### src/sv/pfr_pkg.sv
// ----------------------------------------------------------------------------
// pfr_pkg
// Shared types and constants of the fragment reassembly block.
// ----------------------------------------------------------------------------
package pfr_pkg;

  localparam int CHANNELS_DEF       = 16;
  localparam int MAX_FRAGMENTS_DEF  = 16;
  localparam int FRAGMENT_BYTES_DEF = 64;
  localparam int PAYLOAD_BYTES_DEF  = 1024;

  // Fixed field widths of the ports.
  localparam int CH_W    = 4;
  localparam int SEQ_W   = 32;
  localparam int CNT_W   = 5;
  localparam int FN_W    = 4;
  localparam int TOT_W   = 11;
  localparam int FLEN_W  = 7;
  localparam int BI_W    = 10;
  localparam int BYTE_W  = 8;
  // Running payload offset and its sums.
  localparam int OFF_W   = 12;
  localparam int SUM_W   = 14;

  localparam logic REQ_WRITE = 1'b0;
  localparam logic REQ_READ  = 1'b1;

  typedef enum logic [2:0] {
    ST_IDLE,
    ST_DECODE,
    ST_READ,
    ST_SLOT,
    ST_LEN,
    ST_FETCH,
    ST_STORE,
    ST_DONE
  } ctrl_state_t;

  typedef struct packed {
    logic latch;
    logic decode;
    logic rd_finish;
    logic slot_eval;
    logic len_eval;
    logic fetch;
    logic store;
    logic finish;
  } ctrl_cmd_t;

  typedef struct packed {
    logic is_read;
    logic in_range;
    logic completes;
    logic slot_end;
    logic slot_present;
    logic len_ok;
    logic last_byte;
  } dp_stat_t;

endpackage

### src/sv/pfr_ctrl.sv
// ----------------------------------------------------------------------------
// pfr_ctrl
// Sequencer for item decode, payload reads and the payload assembly walk.
// ----------------------------------------------------------------------------
module pfr_ctrl import pfr_pkg::*; (
  input  logic      clk,
  input  logic      rst_n,
  input  logic      start,
  input  dp_stat_t  stat,
  output ctrl_cmd_t cmd,
  output logic      busy
);

  ctrl_state_t state_r, state_nxt;

  always_ff @(posedge clk) begin
    if (!rst_n) begin
      state_r <= ST_IDLE;
    end else begin
      state_r <= state_nxt;
    end
  end

  always_comb begin
    state_nxt = state_r;
    cmd       = '0;
    unique case (state_r)
      ST_IDLE: begin
        if (start) begin
          cmd.latch = 1'b1;
          state_nxt = ST_DECODE;
        end
      end
      ST_DECODE: begin
        cmd.decode = 1'b1;
        if (!stat.in_range) begin
          state_nxt = ST_IDLE;
        end else if (stat.is_read) begin
          state_nxt = ST_READ;
        end else if (stat.completes) begin
          state_nxt = ST_SLOT;
        end else begin
          state_nxt = ST_IDLE;
        end
      end
      ST_READ: begin
        cmd.rd_finish = 1'b1;
        state_nxt     = ST_IDLE;
      end
      ST_SLOT: begin
        if (stat.slot_end) begin
          state_nxt = ST_DONE;
        end else begin
          cmd.slot_eval = 1'b1;
          if (stat.slot_present) begin
            state_nxt = ST_LEN;
          end
        end
      end
      ST_LEN: begin
        cmd.len_eval = 1'b1;
        state_nxt    = stat.len_ok ? ST_FETCH : ST_SLOT;
      end
      ST_FETCH: begin
        cmd.fetch = 1'b1;
        state_nxt = ST_STORE;
      end
      ST_STORE: begin
        cmd.store = 1'b1;
        state_nxt = stat.last_byte ? ST_SLOT : ST_FETCH;
      end
      ST_DONE: begin
        cmd.finish = 1'b1;
        state_nxt  = ST_IDLE;
      end
      default: begin
        state_nxt = ST_IDLE;
      end
    endcase
  end

  assign busy = (state_r != ST_IDLE);

endmodule

### config.mk
export PLATFORM = sky130hd
export DESIGN_NAME = pfr_ctrl
export DESIGN_NICKNAME = d
export VERILOG_FILES = /design/src/sv/pfr_pkg.sv /design/src/sv/pfr_ctrl.sv
export SDC_FILE = /design/constraint.sdc
export NUM_CORES = 1
export LEC_CHECK = 0
export ABC_AREA = 1
export BUFFER_PORTS_ARGS = -buffer_cell sky130_fd_sc_hd__buf_2
export CORE_AREA = 2 2 39 41
export DETAILED_ROUTE_END_ITERATION = 6
export DIE_AREA = 0 0 41 43
export PLACE_DENSITY = 0.6
export REMOVE_ABC_BUFFERS = 1
export SYNTH_ARGS = -nofsm -noshare
export SYNTH_HDL_FRONTEND = slang
export SYNTH_SLANG_ARGS = --single-unit
### constraint.sdc
create_clock -name clk -period 2.1 [get_ports clk]
set_input_delay 0.63 -clock clk [delete_from_list [all_inputs] [get_ports clk]]
set_output_delay 0.63 -clock clk [all_outputs]
set_load 0.02 [all_outputs]
# --- After elaboration in Yosys (flattened, before gate mapping) ---
# Cells that the tools add are included.
# Widths: inputs -> output; s select.
totals:
  out_inout_bits: 9
  ff_bits: 3
op_classes:
  n_mux: 19
  eq_ne: 9
  reduce_logical: 4
op_table:
  columns: ["operator", "n"]
  rows:
  - ["$mux 3", 7]
  - ["$pmux 3 s7", 1]
  - ["$eq 3x3->1 const B", 4]
  - ["$mux 1", 10]
  - ["$eq 3x2->1 const B", 2]
  - ["$eq 3x1->1 const B", 1]
  - ["$logic_not 3->1", 1]
  - ["$ne 3x3->1 const B", 1]
  - ["$reduce_bool 3->1", 1]
  - ["$mux 2", 1]
  - ["$ne 2x2->1 const B", 1]
  - ["$reduce_and 2->1", 1]
  - ["$reduce_or 2->1", 1]

# --- Depth between registers and ports, before layout ---
# Gate-level depths: netlist of the first run.
depth:
  word_depth: 4
  mapped_depth: 8
  depth_no_buf: 7

# --- Worst setup path after synthesis of the first run ---
# OpenSTA, ideal clock, no wires.
synth_timing:
  path_kind: "flip-flop to output port"
  from: "register state_r[0]"
  to: "output port cmd[7] in the netlist's numbering"
  arrival_ps: 1038
  n_path_buf: 1
  setup_slack_ps: 432
  path_stages_with_launch: 5
  cell_sequence: "dfxtp_1 buf_6 inv_1 nand3_2 nor2_1"
synth_rtl:
  columns: ["element", "line", "text"]
  rows:
  - ["start: declaration", "pfr_ctrl.sv:14", "ctrl_state_t state_r, state_nxt;"]
  - ["start signal: assignment", "pfr_ctrl.sv:20", "state_r <= state_nxt;"]
  - ["end: declaration", "pfr_ctrl.sv:10", "output ctrl_cmd_t cmd,"]

==> results.py, run 1 <==
metrics = {
    "min_path": {
        "hold_start": "rst_n",
        "min_path_type": "input pin to flip-flop",
        "whs_path_depth": 3,
        "hold_end": "state_r[1]$_SDFFE_PN0P_",
    },
    "sta": {
        "final-max-slew-violation-count": 0,
        "fin_skew_ns": 0.00291,
        "period_needed_ns": 1.96,
        "setup-violations-final": 0,
        "worst_slack_ns": 0.139,
        "fin_tns_setup_ns": 0,
        "worst_slew_pin_slew_ns": 0.393,
        "hold_viol": 0,
        "rsz0062_at_grt": "no",
        "slew-limit-headroom_pct": 73.8,
        "fin_crit_sh_pct": 93.4,
        "fmax_ghz": 0.510,
    },
    "flow_run": {
        "maxCapViolations": 0,
    },
    "cells_and_area": {
        "mostFrequentLayoutCell": "buf_2",
        "layout.nets": 82,
        "final_area_sq_um": 438,
        "max_flop_register": "state_r",
        "layout-drive-gt1-share_pct": 46.5,
        "diodes": 0,
        "reg_top3": "state_r: 3 flops",
        "layout_common_cells": "buf_2 (18), nor2_1 (10), inv_1 (6)",
        "largest_reg_flops": 3,
        "final_util_pct": 31.6,
        "area_growth_pct": 40.0,
    },
    "die": {
        "pin_count": 19,
        "rows": 14,
        "start_util_pct": 22.6,
        "die_y_um": 43,
        "die_x_um": 41,
        "die_area_sq_um": 1760,
        "core-area_sq_um": 1380,
    },
    "synth": {
        "synth_cell_types": 18,
        "synth_seq_cells": 3,
        "yosysSeqAreaShare_pct": 19.2,
        "synth_simple_gate_area_share_pct": 56.4,
        "synth_compound_area_share_pct": 10.0,
        "synth_xor_area_share_pct": 0,
        "avgSynthCellArea_sq_um": 6.26,
        "ys_warn_count": 0,
        "postSynthCellCount": 50,
        "netlist_area_sq_um": 313,
        "synth.area.mux_share_pct": 0,
        "synth_top_family_by_area": "simple AND/OR/NAND/NOR gates",
        "synthAdderAreaFrac_pct": 0,
    },
    "clocking": {
        "postCtsHoldBufs": 0,
        "cts_tree": "built",
        "cts_buffer_depth": 2,
        "insertion_delay_ns": 0.23,
        "cts_buffers": 3,
        "cts_sinks": 3,
        "htree_levels": 1,
        "cts_setup_buffers": 0,
        "root_buffer": "clkbuf_4",
        "clkTransAtPathRegs_ns": 0.04,
        "cts_resized": 0,
    },
    "worst_setup_path": {
        "r2r-start": "state_r[0]$_SDFFE_PN0P_",
        "path_class": "flip-flop to output port",
        "r2r_end": "state_r[1]$_SDFFE_PN0P_",
        "reg2reg_depth": 7,
        "worst_ep_arrival_time_ns": 1.33,
        "critPathLaunchType": "flip-flop",
        "path_delay_family": "flip-flops",
        "cp_slowest_cell": "dfxtp_1",
        "path_max_fanout": 10,
        "path_cells": "inv_1 -> nor3_1 -> buf_2",
        "path_buf_inv": 2,
        "end_kind": "output port",
        "cp_slowest_stage_delay_ns": 0.55,
        "r2r_slack_ns": 0.83,
        "cp.required_ns": 1.47,
    },
    "drt": {
        "num_vias": 383,
        "routed_wl_um": 745,
        "post_drt_via_cell_ratio": 4.40,
        "drc": 0,
        "first_iter_violations": 8,
        "antenna_left": 0,
        "drt_first_pass_iters": 4,
        "avgRoutedWirePerCell_um": 8.56,
    },
    "grt": {
        "grt_use_total_pct": 10.0,
        "grt_pass1_wl_um": 1180,
        "grt_start_max_net_pins": 11,
        "overflow": 0,
        "antenna_found_initial": 0,
        "grt_pass1_vias": 312,
    },
    "power": {
        "p_leak_uw": 0.000260,
        "p_per_area_nw_per_um2": 550,
        "ir_drop_uv": 224,
    },
    "status": {
        "status": "complete, no violations",
    },
    "place": {
        "dp_slack_ns": 0.381,
        "port_buffers": 18,
        "postPlaceCellArea_sq_um": 412,
        "gp_congestion": 0.734,
        "dp_hpwl_um": 621,
    },
}
[Yosys cell counts]
master | count | area share, %
and2_0 | 1 | 2.0
nand3_1 | 4 | 6.4
nand2_1 | 5 | 6.0
buf_6 | 1 | 3.6
nor2_2 | 1 | 2.0
o211ai_1 | 1 | 2.4
dfxtp_1 | 3 | 19
nand4_1 | 2 | 4.0
a21oi_1 | 1 | 1.6
nand2_2 | 3 | 6.0
nand3_2 | 3 | 9.6
inv_2 | 3 | 3.6
o21ai_0 | 2 | 3.2
nor2_1 | 10 | 12
nor3_1 | 2 | 3.2
o21ai_2 | 1 | 2.8
inv_1 | 6 | 7.2
nor3_4 | 1 | 5.2
[tightest hold or removal path: cells and delay by family]
| family | cells | cell delay, ns |
|---|---|---|
| buf+inv | 2 | 0.13 |
| simple gates | 1 | 0.05 |
[per-layer routing]
metal	track usage [%]	vias up	part of all wire, %	wire (um)
met2	13.4	16	44	331
met5	0	-	0	0
met4	8.00	0	0	0
li1	-	209	-	-
met3	3.14	0	10	78
met1	12.5	158	45	334
[metrics by stage]
step / instances / total power, uW / hold slack, ns
6_report: 87 / 241 / 0.612
5_1_grt: 87 / 263 / 0.626
4_1_cts: 87 / 248 / 0.605
3_5_place_dp: 83 / 141 / 0.717
3_3_place_gp: 83 / 140 / 0.708
2_1_floorplan: 49 / 115 / 0.661
[final cells by class]
type / count / area, sq um
fill: 161 / 946
multi-input combinational: 37 / 208
timing repair buffer: 18 / 90.1
sequential: 3 / 60.1
inverter: 9 / 33.8
clock buffer: 4 / 26.3
tap: 16 / 20.0
[kinds of logic (layout without fill, tap and decap cells)]
family,count (synthesis),in the layout
buffers and inverters,10,31
DFF,3,3
AOI/OAI and AO/OA,5,5
and+or+nand+nor,32,32
[where the power goes]
group          switching [uW]  leakage [uW]  internal (uW)  total (uW)
combinational            44.6      0.000220           25.4        69.9
clock                    29.2     0.0000150           71.2         100
sequential               9.24     0.0000245           61.2        70.4
[how the worst max path moves through the flow]
stage,from,end,slack [ns],cells past startpoint
final,state_r[0]$_SDFFE_PN0P_,cmd[0],0.14,3
after global routing,state_r[0]$_SDFFE_PN0P_,cmd[0],0.006,3
after CTS,state_r[0]$_SDFFE_PN0P_,cmd[0],0.13,3
after detailed placement,state_r[0]$_SDFFE_PN0P_,cmd[0],0.38,3
after global placement,state_r[0]$_SDFFE_PN0P_,cmd[0],0.43,3
after floorplan,state_r[0]$_SDFFE_PN0P_,cmd[0],0.31,2
Note: power is estimated with default switching activity, not from simulation.
==> inputs of run 2 (changes only) <==
clock period = 2.45 ns   (was 2.1 ns; I/O delays follow)
==> run 2 against run 1 <==
Die area is the same. Total power shrank 15%. Largest cell class unchanged. Via count fell by 2.1%. First-iteration DRC count decreased by 50%.
==> results.py, run 2 (same netlist as run 1, synthesis figures left out) <==
metrics = {
    "status": {
        "status": "complete, no violations",
    },
    "die": {
        "die_x_um": 41,
        "start_util_pct": 22.6,
        "rows": 14,
        "die_y_um": 43,
        "die_area_sq_um": 1760,
        "pin_count": 19,
        "core-area_sq_um": 1380,
    },
    "clocking": {
        "cts_sinks": 3,
        "cts_buffers": 3,
        "cts_buffer_depth": 2,
        "insertion_delay_ns": 0.23,
        "root_buffer": "clkbuf_4",
        "cts_resized": 0,
        "clkTransAtPathRegs_ns": 0.03,
        "postCtsHoldBufs": 0,
        "cts_setup_buffers": 0,
        "htree_levels": 1,
        "cts_tree": "built",
    },
    "cells_and_area": {
        "reg_top3": "state_r: 3 flops",
        "largest_reg_flops": 3,
        "diodes": 0,
        "mostFrequentLayoutCell": "buf_2",
        "final_area_sq_um": 438,
        "layout-drive-gt1-share_pct": 46.5,
        "layout_common_cells": "buf_2 (18), nor2_1 (10), inv_1 (6)",
        "regArea_sq_um": 60.1,
        "multiInputGateArea_sq_um": 208,
        "area_growth_pct": 40.0,
        "final.fill_count": 171,
        "max_flop_register": "state_r",
        "layout.nets": 82,
    },
    "sta": {
        "fin_crit_sh_pct": 84.3,
        "hold_viol": 0,
        "fin_skew_ns": 0.00000576,
        "slew-limit-headroom_pct": 73.3,
        "fmax_ghz": 0.484,
        "worst_slew_pin_slew_ns": 0.400,
        "fin_tns_setup_ns": 0,
        "setup-violations-final": 0,
        "rsz0062_at_grt": "no",
        "final-max-slew-violation-count": 0,
        "period_needed_ns": 2.07,
        "hold_ws_ns": 0.718,
    },
    "power": {
        "clkPwrFrac_pct": 41.2,
        "internal_power_uw": 135,
        "p_per_area_nw_per_um2": 468,
        "p_leak_uw": 0.000260,
        "p_switching_uw": 70.0,
        "combinationalPowerShare_pct": 29.3,
        "switching_share_pct": 34.1,
        "ir_drop_uv": 200,
        "seqPwrFrac_pct": 29.5,
    },
    "worst_setup_path": {
        "critPathLaunchType": "flip-flop",
        "cp_slowest_stage_delay_ns": 0.55,
        "cp-endpoint": "cmd[0]",
        "path_class": "flip-flop to output port",
        "end_kind": "output port",
        "path_cells": "inv_1 -> nor3_1 -> buf_2",
        "crit_start": "state_r[0]$_SDFFE_PN0P_",
        "worst_ep_arrival_time_ns": 1.33,
        "reg2reg_depth": 7,
        "r2r-start": "state_r[0]$_SDFFE_PN0P_",
        "r2r_slack_ns": 1.21,
        "path_max_fanout": 10,
        "r2r_end": "state_r[1]$_SDFFE_PN0P_",
        "cp_slowest_cell": "dfxtp_1",
        "cp.required_ns": 1.71,
    },
    "grt": {
        "overflow": 0,
        "antenna_found_initial": 0,
        "grt_pass1_vias": 304,
        "grt_start_max_net_pins": 11,
        "grt_use_total_pct": 9.73,
        "grt_pass1_wl_um": 1130,
    },
    "drt": {
        "drt-met1-wl_um": 331,
        "antenna_left": 0,
        "num_vias": 375,
        "post_drt_via_cell_ratio": 4.31,
        "highest_layer": "met3",
        "first_iter_violations": 4,
        "dr_wl_met3_um": 73,
        "routed_wl_um": 755,
        "drc": 0,
        "wl_met2_um": 350,
        "avgRoutedWirePerCell_um": 8.68,
        "drt_first_pass_iters": 2,
    },
    "place": {
        "dp_hpwl_um": 658,
        "gp_congestion": 0.706,
        "postPlaceCellArea_sq_um": 412,
        "port_buffers": 18,
    },
    "min_path": {
        "min_path_type": "flip-flop to flip-flop",
    },
    "flow_run": {
        "maxCapViolations": 0,
    },
}
-- run 2: through the flow --
step,power (uW),setup slack (ns),util (%),cells
floorplan,98.9,0.557,-,49
global placement,121,0.602,29.7,83
detailed placement,122,0.584,29.7,83
CTS,210,0.380,31.6,87
global route,221,0.239,31.6,87
finish,205,0.384,31.6,87
-- run 2: power by group through the flow --
stage | combinational [uW] | sequential, uW | clock [uW]
after global placement | 60.0 | 61.0 | 0
after CTS | 60.8 | 60.4 | 88.4
after detailed placement | 60.7 | 61.1 | 0
after global routing | 67.2 | 61.7 | 91.8
final | 60.1 | 60.4 | 84.5
after floorplan | 39.3 | 59.6 | 0
-- run 2: area by class of cell --
| class | instances | area share (%) |
|---|---|---|
| clock buffer | 4 | 6.00 |
| inverter | 9 | 7.71 |
| multi-input combinational | 37 | 47.4 |
| sequential | 3 | 13.7 |
| tap | 16 | 4.57 |
| timing repair buffer | 18 | 20.6 |
-- run 2: how the worst min path moves through the flow --
stage | start | end | slack [ns] | cells past startpoint
after floorplan | state_r[1]$_SDFFE_PN0P_ | state_r[0]$_SDFFE_PN0P_ | 0.66 | 4
after global placement | state_r[1]$_SDFFE_PN0P_ | state_r[1]$_SDFFE_PN0P_ | 0.71 | 6
after detailed placement | state_r[2]$_SDFFE_PN0P_ | state_r[2]$_SDFFE_PN0P_ | 0.72 | 4
after CTS | rst_n | state_r[1]$_SDFFE_PN0P_ | 0.72 | 3
after global routing | rst_n | state_r[1]$_SDFFE_PN0P_ | 0.74 | 3
final | state_r[2]$_SDFFE_PN0P_ | state_r[2]$_SDFFE_PN0P_ | 0.72 | 4
-- run 2: routing by layer --
layer  up-vias  track usage, %
li1        202               -
met1       159            10.9
met2        14            15.0
met3         0            1.57
met4         0            8.00
met5         -               0
-- run 2: critical path: cells and delay by family (launching register included) --
kind	cells	cell delay (ns)
buffers and inverters	2	0.35
and+or+nand+nor	1	0.20
DFF	1	0.55
